## src/rtl/core/ttdg_pkg.sv

```systemverilog
// Shared types, constants and the arctangent table for the goal steering unit.
`default_nettype none
package ttdg_pkg;

   localparam int COORD_W     = 16;
   localparam int DIFF_W      = 17;
   localparam int RADICAND_W  = 34;
   localparam int ROOT_W      = 17;
   localparam int VEC_W       = 32;
   localparam int ANGLE_W     = 34;
   localparam int ATAN_IDX_W  = 5;
   localparam int ATAN_ENTRIES = 24;

   localparam logic signed [COORD_W-1:0] GOAL_RESET  = 16'sd20480;
   localparam logic signed [COORD_W-1:0] GOAL_LIMIT  = 16'sd24576;
   localparam logic [15:0]               DIST_THR_RESET = 16'd205;
   localparam logic [14:0]               ANG_THR_RESET  = 15'd819;
   localparam logic signed [ANGLE_W-1:0] HALF_PI_Q30 = 34'sd1686629713;
   localparam logic signed [ANGLE_W-1:0] ROUND_HALF  = 34'sd131072;

   typedef enum logic {
      OP_POSE   = 1'b0,
      OP_TARGET = 1'b1
   } opcode_type;

   typedef enum logic {
      KIND_VELOCITY = 1'b0,
      KIND_TARGET   = 1'b1
   } result_kind_type;

   typedef enum logic {
      REG_DIST_THR = 1'b0,
      REG_ANG_THR  = 1'b1
   } reg_index_type;

   typedef enum logic [2:0] {
      ST_IDLE,
      ST_SQ_X,
      ST_SQ_Y,
      ST_LAUNCH,
      ST_RUN,
      ST_REPLY
   } state_type;

   // atan(2^-i) in Q30 radians
   function automatic logic signed [ANGLE_W-1:0] atan_q30(input logic [ATAN_IDX_W-1:0] idx);
      logic signed [ANGLE_W-1:0] val;
      case (idx)
         5'd0:  val = 34'sd843314857;
         5'd1:  val = 34'sd497837829;
         5'd2:  val = 34'sd263043837;
         5'd3:  val = 34'sd133525159;
         5'd4:  val = 34'sd67021687;
         5'd5:  val = 34'sd33543516;
         5'd6:  val = 34'sd16775851;
         5'd7:  val = 34'sd8388437;
         5'd8:  val = 34'sd4194283;
         5'd9:  val = 34'sd2097149;
         5'd10: val = 34'sd1048576;
         5'd11: val = 34'sd524288;
         5'd12: val = 34'sd262144;
         5'd13: val = 34'sd131072;
         5'd14: val = 34'sd65536;
         5'd15: val = 34'sd32768;
         5'd16: val = 34'sd16384;
         5'd17: val = 34'sd8192;
         5'd18: val = 34'sd4096;
         5'd19: val = 34'sd2048;
         5'd20: val = 34'sd1024;
         5'd21: val = 34'sd512;
         5'd22: val = 34'sd256;
         5'd23: val = 34'sd128;
         default: val = '0;
      endcase
      return val;
   endfunction

endpackage
`default_nettype wire

```

## src/rtl/core/ttdg_isqrt.sv

```systemverilog
// Digit-recurrence integer square root, one result bit per cycle.
`default_nettype none
module ttdg_isqrt (
   input  logic                            clock,
   input  logic                            reset,
   input  logic                            start,
   input  logic [ttdg_pkg::RADICAND_W-1:0] radicand,
   output logic                            done,
   output logic [ttdg_pkg::ROOT_W-1:0]     root
);
   import ttdg_pkg::*;

   localparam logic [RADICAND_W-1:0] TOP_BIT = RADICAND_W'(1) << (RADICAND_W - 2);

   logic                  busy_ff, busy_in;
   logic                  done_ff, done_in;
   logic [RADICAND_W-1:0] rem_ff, rem_in;
   logic [RADICAND_W-1:0] res_ff, res_in;
   logic [RADICAND_W-1:0] bit_ff, bit_in;
   logic [RADICAND_W:0]   trial;

   assign trial = {1'b0, res_ff} + {1'b0, bit_ff};

   always_comb begin
      busy_in = busy_ff;
      done_in = done_ff;
      rem_in  = rem_ff;
      res_in  = res_ff;
      bit_in  = bit_ff;
      if (start) begin
         busy_in = 1'b1;
         done_in = 1'b0;
         rem_in  = radicand;
         res_in  = '0;
         bit_in  = TOP_BIT;
      end else if (busy_ff) begin
         if ({1'b0, rem_ff} >= trial) begin
            rem_in = rem_ff - trial[RADICAND_W-1:0];
            res_in = (res_ff >> 1) + bit_ff;
         end else begin
            res_in = res_ff >> 1;
         end
         bit_in = bit_ff >> 2;
         // finish after the units bit
         if (bit_ff[0]) begin
            busy_in = 1'b0;
            done_in = 1'b1;
         end
      end
   end

   always_ff @(posedge clock) begin
      if (reset) begin
         busy_ff <= 1'b0;
         done_ff <= 1'b0;
      end else begin
         busy_ff <= busy_in;
         done_ff <= done_in;
      end
      rem_ff <= rem_in;
      res_ff <= res_in;
      bit_ff <= bit_in;
   end

   assign done = done_ff;
   assign root = res_ff[ROOT_W-1:0];

endmodule
`default_nettype wire

```

## src/rtl/core/ttdg_cordic.sv

```systemverilog
// Iterative vectoring CORDIC that yields the bearing of a difference vector.
`default_nettype none
module ttdg_cordic #(
   parameter int ITERATIONS = 16
) (
   input  logic                               clock,
   input  logic                               reset,
   input  logic                               start,
   input  logic signed [ttdg_pkg::DIFF_W-1:0] dx,
   input  logic signed [ttdg_pkg::DIFF_W-1:0] dy,
   output logic                               done,
   output logic signed [ttdg_pkg::COORD_W-1:0] bearing
);
   import ttdg_pkg::*;

   localparam int STEPS = (ITERATIONS > ATAN_ENTRIES) ? ATAN_ENTRIES : ITERATIONS;
   localparam int CNT_W = (STEPS > 1) ? $clog2(STEPS) : 1;
   localparam logic [CNT_W-1:0] LAST = CNT_W'(STEPS - 1);

   logic                      busy_ff, busy_in;
   logic                      done_ff, done_in;
   logic [CNT_W-1:0]          cnt_ff, cnt_in;
   logic signed [VEC_W-1:0]   x_ff, x_in;
   logic signed [VEC_W-1:0]   y_ff, y_in;
   logic signed [ANGLE_W-1:0] z_ff, z_in;
   logic signed [VEC_W-1:0]   x_pre, y_pre, xs, ys;
   logic signed [ANGLE_W-1:0] z_round;

   // scale by 2^12 into the vector width
   assign x_pre = {{(VEC_W-DIFF_W-12){dx[DIFF_W-1]}}, dx, 12'b0};
   assign y_pre = {{(VEC_W-DIFF_W-12){dy[DIFF_W-1]}}, dy, 12'b0};
   assign xs    = x_ff >>> cnt_ff;
   assign ys    = y_ff >>> cnt_ff;

   always_comb begin
      busy_in = busy_ff;
      done_in = done_ff;
      cnt_in  = cnt_ff;
      x_in    = x_ff;
      y_in    = y_ff;
      z_in    = z_ff;
      if (start) begin
         busy_in = 1'b1;
         done_in = 1'b0;
         cnt_in  = '0;
         x_in    = x_pre;
         y_in    = y_pre;
         z_in    = '0;
         // rotate a left half plane vector by a quarter turn
         if (dx[DIFF_W-1]) begin
            if (!dy[DIFF_W-1]) begin
               x_in = y_pre;
               y_in = -x_pre;
               z_in = HALF_PI_Q30;
            end else begin
               x_in = -y_pre;
               y_in = x_pre;
               z_in = -HALF_PI_Q30;
            end
         end
      end else if (busy_ff) begin
         if (y_ff > 0) begin
            x_in = x_ff + ys;
            y_in = y_ff - xs;
            z_in = z_ff + atan_q30(ATAN_IDX_W'(cnt_ff));
         end else begin
            x_in = x_ff - ys;
            y_in = y_ff + xs;
            z_in = z_ff - atan_q30(ATAN_IDX_W'(cnt_ff));
         end
         cnt_in = cnt_ff + 1'b1;
         if (cnt_ff == LAST) begin
            busy_in = 1'b0;
            done_in = 1'b1;
         end
      end
   end

   always_ff @(posedge clock) begin
      if (reset) begin
         busy_ff <= 1'b0;
         done_ff <= 1'b0;
         cnt_ff  <= '0;
      end else begin
         busy_ff <= busy_in;
         done_ff <= done_in;
         cnt_ff  <= cnt_in;
      end
      x_ff <= x_in;
      y_ff <= y_in;
      z_ff <= z_in;
   end

   // round Q30 to Q4.12
   assign z_round = z_ff + ROUND_HALF;
   assign bearing = z_round[ANGLE_W-1:ANGLE_W-COORD_W];
   assign done    = done_ff;

endmodule
`default_nettype wire

```

## src/rtl/core/turn_then_drive_goal_steering_unit.sv

```systemverilog
// Top level of the turn-then-drive go-to-goal steering unit.
`default_nettype none
// The unit keeps a goal position (Q5.11, reset 10.0, 10.0) and answers one word on the
// response channel for every word on the request channel. A target request (opcode 1)
// replaces the goal when both coordinates are non-zero and below 12.0, and answers with
// accepted set or clear. A pose sample (opcode 0) forms the distance to the goal with an
// exact digit-recurrence square root and the bearing with an iterative vectoring
// CORDIC, then emits stop, turn-in-place (angular speed = bearing error, saturated) or
// drive-straight (linear speed = distance, saturated). A pose passes from acceptance
// through squaring of dx then dy in one 17x17 multiplier, a launch state, 17 square-root
// steps and the CORDIC steps side by side (CORDIC_ITERATIONS of them, capped at 24), the
// forming of the command, the hand-off to the output register and the return to idle,
// where the next word is taken. The hand-off waits while the output register still
// holds an untaken word. The request side is ready only while idle; the output register
// holds a finished word while the next request is taken. Thresholds live at byte 0
// (distance, 16 bits) and byte 4 (angle, 15 bits) of the configuration port and should
// be written only while the unit is idle.
module turn_then_drive_goal_steering_unit #(
   parameter int CORDIC_ITERATIONS = 16
) (
   input  logic        clock,
   input  logic        reset,
   // request channel
   input  logic        req_valid,
   output logic        req_ready,
   input  logic        req_opcode,
   input  logic signed [15:0] req_x_value,
   input  logic signed [15:0] req_y_value,
   input  logic signed [15:0] req_heading,
   // response channel
   output logic        rsp_valid,
   input  logic        rsp_ready,
   output logic        rsp_result_kind,
   output logic        rsp_accepted,
   output logic [15:0] rsp_linear_speed,
   output logic signed [15:0] rsp_angular_speed,
   // configuration port
   input  logic        csr_psel,
   input  logic        csr_penable,
   input  logic        csr_pwrite,
   input  logic [2:0]  csr_paddr,
   input  logic [31:0] csr_pwdata,
   output logic [31:0] csr_prdata,
   output logic        csr_pready
);
   import ttdg_pkg::*;

   // ---------------------------------------------------------------- state
   state_type                  state_ff, state_in;
   logic [15:0]                dist_thr_ff, dist_thr_in;
   logic [14:0]                ang_thr_ff, ang_thr_in;
   logic signed [COORD_W-1:0]  goal_x_ff, goal_x_in;
   logic signed [COORD_W-1:0]  goal_y_ff, goal_y_in;
   logic signed [DIFF_W-1:0]   dx_ff, dx_in;
   logic signed [DIFF_W-1:0]   dy_ff, dy_in;
   logic signed [COORD_W-1:0]  hd_ff, hd_in;
   logic [RADICAND_W-1:0]      sq_ff, sq_in;

   // held result, waiting for the output register
   logic                       hold_kind_ff, hold_kind_in;
   logic                       hold_ok_ff, hold_ok_in;
   logic [15:0]                hold_lin_ff, hold_lin_in;
   logic signed [15:0]         hold_ang_ff, hold_ang_in;

   // output register
   logic                       rsp_valid_ff, rsp_valid_in;
   logic                       rsp_kind_ff, rsp_kind_in;
   logic                       rsp_ok_ff, rsp_ok_in;
   logic [15:0]                rsp_lin_ff, rsp_lin_in;
   logic signed [15:0]         rsp_ang_ff, rsp_ang_in;

   // ---------------------------------------------------------------- control
   logic req_fire, cfg_write, slot_free, units_done;
   logic launch, sq_first, sq_second, capture_pose, capture_target, emit;
   logic target_ok;
   reg_index_type cfg_index;

   assign req_fire  = req_valid && req_ready;
   assign cfg_write = csr_psel && csr_penable && csr_pwrite && csr_pready;
   assign cfg_index = reg_index_type'(csr_paddr[2]);
   assign slot_free = !rsp_valid_ff || rsp_ready;

   // ---------------------------------------------------------------- datapath units
   logic signed [DIFF_W-1:0]     mul_op;
   logic signed [2*DIFF_W-1:0]   mul_prod;
   logic                         root_done, cordic_done;
   logic [ROOT_W-1:0]            root;
   logic signed [COORD_W-1:0]    bearing;

   // one multiplier squares dx then dy
   assign mul_op   = sq_second ? dy_ff : dx_ff;
   assign mul_prod = mul_op * mul_op;

   ttdg_isqrt u_isqrt (
      .clock    (clock),
      .reset    (reset),
      .start    (launch),
      .radicand (sq_ff),
      .done     (root_done),
      .root     (root)
   );

   ttdg_cordic #(
      .ITERATIONS (CORDIC_ITERATIONS)
   ) u_cordic (
      .clock   (clock),
      .reset   (reset),
      .start   (launch),
      .dx      (dx_ff),
      .dy      (dy_ff),
      .done    (cordic_done),
      .bearing (bearing)
   );

   assign units_done = root_done && cordic_done;

   // ---------------------------------------------------------------- next state
   always_comb begin
      state_in = state_ff;
      case (state_ff)
         ST_IDLE: begin
            if (req_fire) begin
               state_in = (opcode_type'(req_opcode) == OP_TARGET) ? ST_REPLY : ST_SQ_X;
            end
         end
         ST_SQ_X:   state_in = ST_SQ_Y;
         ST_SQ_Y:   state_in = ST_LAUNCH;
         ST_LAUNCH: state_in = ST_RUN;
         ST_RUN: begin
            if (units_done) begin
               state_in = ST_REPLY;
            end
         end
         ST_REPLY: begin
            if (slot_free) begin
               state_in = ST_IDLE;
            end
         end
         default:   state_in = ST_IDLE;
      endcase
   end

   // ---------------------------------------------------------------- state outputs
   always_comb begin
      req_ready      = 1'b0;
      sq_first       = 1'b0;
      sq_second      = 1'b0;
      launch         = 1'b0;
      capture_pose   = 1'b0;
      emit           = 1'b0;
      case (state_ff)
         ST_IDLE:   req_ready    = 1'b1;
         ST_SQ_X:   sq_first     = 1'b1;
         ST_SQ_Y:   sq_second    = 1'b1;
         ST_LAUNCH: launch       = 1'b1;
         ST_RUN:    capture_pose = units_done;
         ST_REPLY:  emit         = slot_free;
         default:   req_ready    = 1'b0;
      endcase
   end

   assign capture_target = req_fire && (opcode_type'(req_opcode) == OP_TARGET);

   // ---------------------------------------------------------------- goal and operands
   // accept a goal coordinate only when non-zero and below 12.0
   assign target_ok = (req_x_value != '0) && (req_x_value < GOAL_LIMIT) &&
                      (req_y_value != '0) && (req_y_value < GOAL_LIMIT);

   always_comb begin
      goal_x_in = goal_x_ff;
      goal_y_in = goal_y_ff;
      dx_in     = dx_ff;
      dy_in     = dy_ff;
      hd_in     = hd_ff;
      sq_in     = sq_ff;
      if (capture_target && target_ok) begin
         goal_x_in = req_x_value;
         goal_y_in = req_y_value;
      end
      if (req_fire) begin
         dx_in = {goal_x_ff[COORD_W-1], goal_x_ff} - {req_x_value[COORD_W-1], req_x_value};
         dy_in = {goal_y_ff[COORD_W-1], goal_y_ff} - {req_y_value[COORD_W-1], req_y_value};
         hd_in = req_heading;
      end
      // squares are never negative
      if (sq_first) begin
         sq_in = $unsigned(mul_prod);
      end else if (sq_second) begin
         sq_in = sq_ff + $unsigned(mul_prod);
      end
   end

   // ---------------------------------------------------------------- steering decision
   logic signed [DIFF_W-1:0] err;
   logic                     stop_cmd, turn_cmd;
   logic [15:0]              lin_sat;
   logic signed [15:0]       ang_sat;

   assign err      = {bearing[COORD_W-1], bearing} - {hd_ff[COORD_W-1], hd_ff};
   assign stop_cmd = root <= {1'b0, dist_thr_ff};
   assign turn_cmd = err > $signed({2'b00, ang_thr_ff});
   // err is above a non-negative threshold here, so only the top needs clipping
   assign ang_sat  = (err > 17'sd32767) ? 16'sh7fff : err[15:0];
   assign lin_sat  = root[ROOT_W-1] ? 16'hffff : root[15:0];

   always_comb begin
      hold_kind_in = hold_kind_ff;
      hold_ok_in   = hold_ok_ff;
      hold_lin_in  = hold_lin_ff;
      hold_ang_in  = hold_ang_ff;
      if (capture_target) begin
         hold_kind_in = KIND_TARGET;
         hold_ok_in   = target_ok;
         hold_lin_in  = '0;
         hold_ang_in  = '0;
      end else if (capture_pose) begin
         hold_kind_in = KIND_VELOCITY;
         hold_ok_in   = 1'b1;
         hold_lin_in  = '0;
         hold_ang_in  = '0;
         if (!stop_cmd) begin
            if (turn_cmd) begin
               hold_ang_in = ang_sat;
            end else begin
               hold_lin_in = lin_sat;
            end
         end
      end
   end

   // ---------------------------------------------------------------- output register
   always_comb begin
      rsp_valid_in = rsp_valid_ff;
      rsp_kind_in  = rsp_kind_ff;
      rsp_ok_in    = rsp_ok_ff;
      rsp_lin_in   = rsp_lin_ff;
      rsp_ang_in   = rsp_ang_ff;
      if (emit) begin
         rsp_valid_in = 1'b1;
         rsp_kind_in  = hold_kind_ff;
         rsp_ok_in    = hold_ok_ff;
         rsp_lin_in   = hold_lin_ff;
         rsp_ang_in   = hold_ang_ff;
      end else if (rsp_ready) begin
         // drop the word once taken
         rsp_valid_in = 1'b0;
      end
   end

   // ---------------------------------------------------------------- configuration
   always_comb begin
      dist_thr_in = dist_thr_ff;
      ang_thr_in  = ang_thr_ff;
      if (cfg_write) begin
         case (cfg_index)
            REG_DIST_THR: dist_thr_in = csr_pwdata[15:0];
            REG_ANG_THR:  ang_thr_in  = csr_pwdata[14:0];
            default:      dist_thr_in = dist_thr_ff;
         endcase
      end
   end

   always_comb begin
      case (cfg_index)
         REG_DIST_THR: csr_prdata = {16'b0, dist_thr_ff};
         REG_ANG_THR:  csr_prdata = {17'b0, ang_thr_ff};
         default:      csr_prdata = '0;
      endcase
   end

   assign csr_pready = 1'b1;

   // ---------------------------------------------------------------- registers
   always_ff @(posedge clock) begin
      if (reset) begin
         state_ff     <= ST_IDLE;
         dist_thr_ff  <= DIST_THR_RESET;
         ang_thr_ff   <= ANG_THR_RESET;
         goal_x_ff    <= GOAL_RESET;
         goal_y_ff    <= GOAL_RESET;
         rsp_valid_ff <= 1'b0;
      end else begin
         state_ff     <= state_in;
         dist_thr_ff  <= dist_thr_in;
         ang_thr_ff   <= ang_thr_in;
         goal_x_ff    <= goal_x_in;
         goal_y_ff    <= goal_y_in;
         rsp_valid_ff <= rsp_valid_in;
      end
      dx_ff        <= dx_in;
      dy_ff        <= dy_in;
      hd_ff        <= hd_in;
      sq_ff        <= sq_in;
      hold_kind_ff <= hold_kind_in;
      hold_ok_ff   <= hold_ok_in;
      hold_lin_ff  <= hold_lin_in;
      hold_ang_ff  <= hold_ang_in;
      rsp_kind_ff  <= rsp_kind_in;
      rsp_ok_ff    <= rsp_ok_in;
      rsp_lin_ff   <= rsp_lin_in;
      rsp_ang_ff   <= rsp_ang_in;
   end

   assign rsp_valid         = rsp_valid_ff;
   assign rsp_result_kind   = rsp_kind_ff;
   assign rsp_accepted      = rsp_ok_ff;
   assign rsp_linear_speed  = rsp_lin_ff;
   assign rsp_angular_speed = rsp_ang_ff;

   // ---------------------------------------------------------------- assertions
   // a valid target request lands in the goal registers
   a_goal_update: assert property (@(posedge clock) disable iff (reset)
      (capture_target && target_ok) |=>
         (goal_x_ff == $past(req_x_value) && goal_y_ff == $past(req_y_value)))
      else $error("goal not updated by a valid target request");

   // a launch clears both unit done flags
   a_launch_clears: assert property (@(posedge clock) disable iff (reset)
      launch |=> (!root_done && !cordic_done))
      else $error("iterative units report done right after launch");

   // within the stop radius both speeds are zero
   a_stop_zero: assert property (@(posedge clock) disable iff (reset)
      (capture_pose && stop_cmd) |=> (hold_lin_ff == '0 && hold_ang_ff == '0))
      else $error("nonzero speed inside the stop radius");

   // never turn and drive at once
   a_one_motion: assert property (@(posedge clock) disable iff (reset)
      rsp_valid_ff |-> (rsp_lin_ff == '0 || rsp_ang_ff == '0))
      else $error("both linear and angular speed set");

endmodule
`default_nettype wire

```

## config.mk

```make
export PLATFORM = sky130hd
export DESIGN_NAME = turn_then_drive_goal_steering_unit
export DESIGN_NICKNAME = d
export VERILOG_FILES = /design/src/rtl/core/ttdg_pkg.sv /design/src/rtl/core/ttdg_isqrt.sv /design/src/rtl/core/ttdg_cordic.sv /design/src/rtl/core/turn_then_drive_goal_steering_unit.sv
export SDC_FILE = /design/constraint.sdc
export NUM_CORES = 2
export LEC_CHECK = 0
export BUFFER_PORTS_ARGS = -buffer_cell sky130_fd_sc_hd__buf_2
export CAP_MARGIN = 10
export CORE_ASPECT_RATIO = 1.2
export CORE_UTILIZATION = 54
export CTS_BUF_LIST = sky130_fd_sc_hd__clkbuf_16
export DETAILED_ROUTE_END_ITERATION = 7
export PLACE_DENSITY_LB_ADDON = 0.25
export SKIP_CTS_REPAIR_TIMING = 1
export SLEW_MARGIN = 20
export SYNTH_ARGS = -nofsm -noshare
export SYNTH_HDL_FRONTEND = slang
export SYNTH_SLANG_ARGS = --single-unit
```

## constraint.sdc

```tcl
create_clock -name clock -period 9.5 [get_ports clock]
set_input_delay 0.475 -clock clock [delete_from_list [all_inputs] [get_ports clock]]
set_output_delay 0.475 -clock clock [all_outputs]
set_load 0.005 [all_outputs]
```

* After elaboration in Yosys (flattened, before gate mapping) *
Memories as Yosys holds them, arrays and structs flattened. A register that Yosys moved wholly into a read port is not among the register bits.
Cells that the tools add are included.

storage, ports and cells
  input bits = 91
  bits in read-only memories = 960
  register bits after elaboration = 410
  memories kept = 2
  word-level logic and storage cells = 155

memory list
  memory            words  bits a word  rd ports  clocked after Yosys merged registers in  write ports  RTL line        text
  (name not given)  16     30           1         1                                        0            ttdg_pkg.sv:48  case (idx)
  (name not given)  16     30           1         1                                        0            ttdg_pkg.sv:48

cells by class
  $lt $le $gt $ge = 7
  add/subtract/negate cells = 17
  shift operators = 2
  equal/unequal tests = 9
  bitwise operators = 1
  mux-type cells = 60
  reduce and logical (&&, ||, !) cells = 27
  multiply operators = 1

operator list
  kind                                                                     number
  34-bit 2-to-1 mux                                                        17
  32-bit 2-to-1 mux                                                        10
  16-bit 2-to-1 mux                                                        6
  34-bit adder                                                             2
  34-bit subtractor                                                        2
  32-bit adder                                                             2
  29-bit negator with 32-bit output                                        2
  32-bit one-hot mux with 2 select lines                                   1
  32-bit by 4-bit >>> shifter with 32-bit output                           2
  32-bit subtractor                                                        2
  16-bit by 16-bit subtractor with 17-bit output                           3
  34-bit by 33-bit adder with 35-bit output                                1
  34-bit by 35-bit greater-or-equal comparator with 1-bit output           1
  33-bit by 33-bit adder with 34-bit output                                1
  34-bit by 19-bit adder with 34-bit output (second input constant)        1
  17-bit by 17-bit multiplier with 34-bit output                           1
  32-bit by 1-bit > comparator with 1-bit output (second input constant)   1
  16-bit less-than comparator (second input constant)                      2
  16-bit nonzero test                                                      2
  3-bit one-hot mux with 6 select lines                                    1
  17-bit by 16-bit > comparator with 1-bit output                          1
  17-bit by 16-bit > comparator with 1-bit output (second input constant)  1
  17-bit by 16-bit <= comparator with 1-bit output                         1
  17-bit 2-to-1 mux                                                        1
  18 further kinds                                                         60

* Logic depth before layout (Yosys ltp) *
  depth after elaboration = 8
  gate-level depth with buffers = 43
  depth with buffers taken out = 38

* Modules after synthesis *
A second synthesis with hierarchy kept.

second synthesis, totals
  cells, all modules = 5184
  area, all modules = 45721.4 um^2

by module, submodules not included
  module                              sequential area each (um^2)  area an instance (um^2)  cells each  times used
  turn_then_drive_goal_steering_unit  5575.3                       22203.8                  2412        1
  ttdg_cordic                         3623.5                       16064.2                  1878        1
  ttdg_isqrt                          2082.0                       7453.4                   894         1

* Worst setup path after synthesis *
OpenSTA, ideal clock, no wires.

  path kind = reg-to-reg
  from = register state_ff[0]
  to = register sq_ff[33], data pin
  setup slack = 0.075 ns
  period minus slack after synthesis = 9.425 ns
  stages on the path, launching flop included = 38
  buffers on the path = 2
  required time = 9.242 ns
  data arrival time = 9.167 ns
  path through = dfxtp_1 -> clkbuf_1 -> nor3b_2 -> clkbuf_1 -> mux2i_1 -> clkinv_1 -> nand2_1 -> inv_1 -> fa_1 -> inv_1 -> fa_1 -> inv_1 -> fa_1 -> fa_1 -> fa_1 -> inv_1 -> fa_1 -> inv_1 -> [2 not listed] -> nor2b_1 -> a211o_1 -> a21oi_1 -> o21ai_0 -> a311oi_1 -> nand2b_1 -> xnor2_1 -> ha_1 -> nand3_1 -> nor3_1 -> nor3_1 -> o21ai_0 -> o211ai_1 -> o311ai_0 -> o41a_1 -> xnor2_1 -> nor2_1 -> xnor2_1

on the way
  cells in the longest elaborated chain, start to end = 7
  elaborated cells between the ends (all ways) = 9
  classes of those cells = add/sub: 1; mul: 1; eq/ne: 2; mux: 5

ends and longest elaborated chain
  element                                         RTL line                                   text
  from (decl)                                     turn_then_drive_goal_steering_unit.sv:49   state_type state_ff, state_in;
  from (signal assigned)                          turn_then_drive_goal_steering_unit.sv:283  state_ff <= state_in;
  3-bit by 2-bit equality test with 1-bit output  turn_then_drive_goal_steering_unit.sv:151  case (state_ff)
  1-bit 2-to-1 mux                                turn_then_drive_goal_steering_unit.sv:151
  17-bit 2-to-1 mux                               turn_then_drive_goal_steering_unit.sv:91   assign mul_op = sq_second ? dy_ff : dx_ff;
  17-bit by 17-bit multiplier with 34-bit output  turn_then_drive_goal_steering_unit.sv:92   assign mul_prod = mul_op * mul_op;
  34-bit adder                                    turn_then_drive_goal_steering_unit.sv:189  sq_in = sq_ff + $unsigned(mul_prod);
  34-bit 2-to-1 mux                               turn_then_drive_goal_steering_unit.sv:188  end else if (sq_second) begin
  34-bit 2-to-1 mux (*)                           turn_then_drive_goal_steering_unit.sv:186  if (sq_first) begin
  via sq_in[33]                                   turn_then_drive_goal_steering_unit.sv:57   logic [RADICAND_W-1:0] sq_ff, sq_in;
  to (signal assigned)                            turn_then_drive_goal_steering_unit.sv:293  sq_ff <= sq_in;
  to (decl)                                       turn_then_drive_goal_steering_unit.sv:57

Mark *: on every way through the listed nets, which the timed path passes. The rest lies on a longest branch. The select of a mux whose other input is x is not followed.
A chain may end at the register's enable or synchronous reset.

* Worst setup path after layout *
  from = register state_ff[0]
  to = register sq_ff[32], data pin

The elaborated chain is that of the path after synthesis.

==> run_results.csv <==
group,metric,value,unit
status,status,"finished, final reports clean",
clocking,clock_latency,0.64,ns
yosys,ys_ff_latch,438,
final_layout,nets,5808,
timing,max_freq,111,MHz
final_layout,post_route_cells_drive_above_1_share,0.0891,
floorplanning,coreArea,82000,um2
timing,fin_crit_sh,0.950,
drt,first_pass_iters,6,
global_route,grt_pass1_wl,189000,um
floorplanning,num_io_pins,160,
yosys,yosysUniqueCellTypes,96,
yosys,ys_warn_count,0,
timing,rsz0062_at_grt,"no",
run,drv_cap,0,
timing,hold_violations,0,
worst_setup_path,slowest_delay,0.63,ns
yosys,syn_area,44800,um2
clocking,path_clk_slew,0.07,ns
floorplanning,die-area,84100,um2
yosys,yosysTopAreaCell,"edfxtp_1",
place,gp_congestion,0.936,
final_layout,syn2layout_area_growth,7.98,%
clocking,cts_tree,"yes",
clocking,clock_sinks,438,
yosys,synth.avg_cell_area,8.98,um2
yosys,synth_area_leaders,"edfxtp_1 (17%), fa_1 (12%), ha_1 (11%)",
worst_setup_path,arrival,9.40,ns
global_route,grt_max_degree,79,
final_layout,antenna-diode-count,0,
floorplanning,start_util,0.546,
global_route,grt_pass1_vias,35621,
worst_setup_path,cp_top_family,"adder cells",
drt,totalWireLength,118000,um
timing,setup_viol,0,
clocking,numCtsBuffers,51,
timing,tns,0,ns
yosys,ys_async_sr_fraction,0,
place,place_hpwl,91100,um
timing,period_minus_slack,9.03,ns
worst_setup_path,worstSetupPathType,"reg -> reg",
place,io_buffers,124,
timing,slew_violations,0,
clocking,cts_buffer_depth,3,
drt,ant_nets,0,
floorplanning,die_h,317,um
yosys,ys.flop_type,"edfxtp_1",
global_route,grt.overflow.total,0,
timing,slew_headroom,0.303,
clocking,htreeDepth,2,
global_route,antenna_found_initial,0,
worst_setup_path,start_kind,"register",
worst_setup_path,crit_buf_inv,4,
drt,viasPerCell,5.94,
timing,tightest_slew,1.05,ns
global_route,track_usage,0.281,
yosys,yosysSeqAreaShare,0.252,
floorplanning,core.rowCount,115,
worst_setup_path,crit_path_frequent_cell,"fa_1",
yosys,synth-edff-count,251,
timing,clock_skew,0.0444,ns
min_path,min-delay-path-class,"in -> reg",
worst_setup_path,crit_required,9.87,ns
yosys,synthDominantCellAreaShare,0.168,
worst_setup_path,ff2ff_setup_slack,0.47,ns
worst_setup_path,end_kind,"register",
drt,drtIter0Drc,2731,
worst_setup_path,cp_slowest_cell,"fa_1",
drt,avgRoutedWirePerCell,19.2,um
floorplanning,die_w,265,um
yosys,syn_inst,4985,
worst_setup_path,cp_max_fo,12,
clocking,cts_root_buffer,"clkbuf_16",
drt,drc_errors,0,
drt,num_vias,36593,
==> registers in the layout, indices dropped and copies added (netlist names), 17 cells and up, named ones only <==
name	cells
dx_ff	17
dy_ff	17
sq_ff	34
u_cordic.x_ff	32
u_cordic.y_ff	32
u_cordic.z_ff	34
u_isqrt.bit_ff	17
u_isqrt.rem_ff	34
u_isqrt.res_ff	34
==> cell type report <==
type	instances	area [um2]
clock buffers	53	1330
well taps	1053	1320
flip-flops and latches	438	11300
fillers	7220	33700
inverters	536	2010
repair buffers	208	1310
multi-input cells	3829	30700
clock inverters	42	383
==> path summary, 6_finish.rpt <==
kind / startpoint / end / cells after the start
max reg2reg: state_ff[0] / sq_ff[32] / 33
min: req_heading[1] / hd_ff[1] / 1
min reg2reg: hold_ok_ff / rsp_accepted / 0
max: state_ff[0] / sq_ff[32] / 33
==> cell usage after synthesis, drive strengths merged, types with 57 or more instances <==
| cell | instances |
|---|---|
| nand2 | 435 |
| xor2 | 160 |
| nor3 | 89 |
| buf | 57 |
| mux2i | 111 |
| clkbuf | 140 |
| fa | 276 |
| edfxtp | 251 |
| a21oi | 333 |
| nand3 | 74 |
| dfxtp | 187 |
| nor2 | 430 |
| nor2b | 69 |
| xnor2 | 223 |
| inv | 532 |
| o21ai | 344 |
| a21o | 97 |
| ha | 377 |
| mux4 | 65 |
==> layout by cell type, fill, tap and decap left out, types with 54 or more instances in the layout <==
cell type / n
a21o_1: 96
a21oi_1: 329
buf_2: 124
buf_4: 79
clkbuf_16: 54
dfxtp_1: 182
edfxtp_1: 251
fa_1: 276
ha_1: 376
inv_1: 538
mux2i_1: 109
nand2_1: 434
nand3_1: 74
nor2_1: 425
nor2b_1: 68
nor3_1: 89
o21ai_0: 334
xnor2_1: 221
xor2_1: 160
==> through the flow <==
| step | setup slack, ns | std cells | utilization | hold WS, ns | instance area, um2 |
|---|---|---|---|---|---|
| 6_report | 0.474 | 6159 | 0.589 | 0.0316 | 48300 |
| 3_3_place_gp | 0.344 | 6058 | 0.567 | 0.411 | 46500 |
| 4_1_cts | 0.283 | 6153 | 0.588 | -0.00354 | 48200 |
| 2_1_floorplan | 0.0750 | 5000 | - | 0.400 | 44800 |
| 3_5_place_dp | 0.325 | 6058 | 0.567 | 0.418 | 46500 |
| 5_1_grt | 0.0165 | 6159 | 0.589 | 0.00429 | 48300 |
==> logic make-up (layout without fill, tap and decap cells) <==
logic type      count (synthesis)  after routing  share of synthesized area
mux                           230            230                     0.0730
buf+inv                       733            839                     0.0657
flops                         438            438                      0.252
fa+ha+maj                     653            653                      0.229
compound gates               1191           1191                      0.166
other cells                     2             17                   0.000168
simple gates                 1355           1355                      0.140
xor+xnor                      383            383                     0.0751
==> layer usage <==
metal | track usage | part of all wire
met1 | 0.363 | 0.42
met2 | 0.474 | 0.47
met3 | 0.0284 | 0.056
met4 | 0.132 | 0.050
met5 | 0 | 0
Power is not shown: default switching activity piles up to over one toggle a cycle in this logic, so the estimate is an artifact.
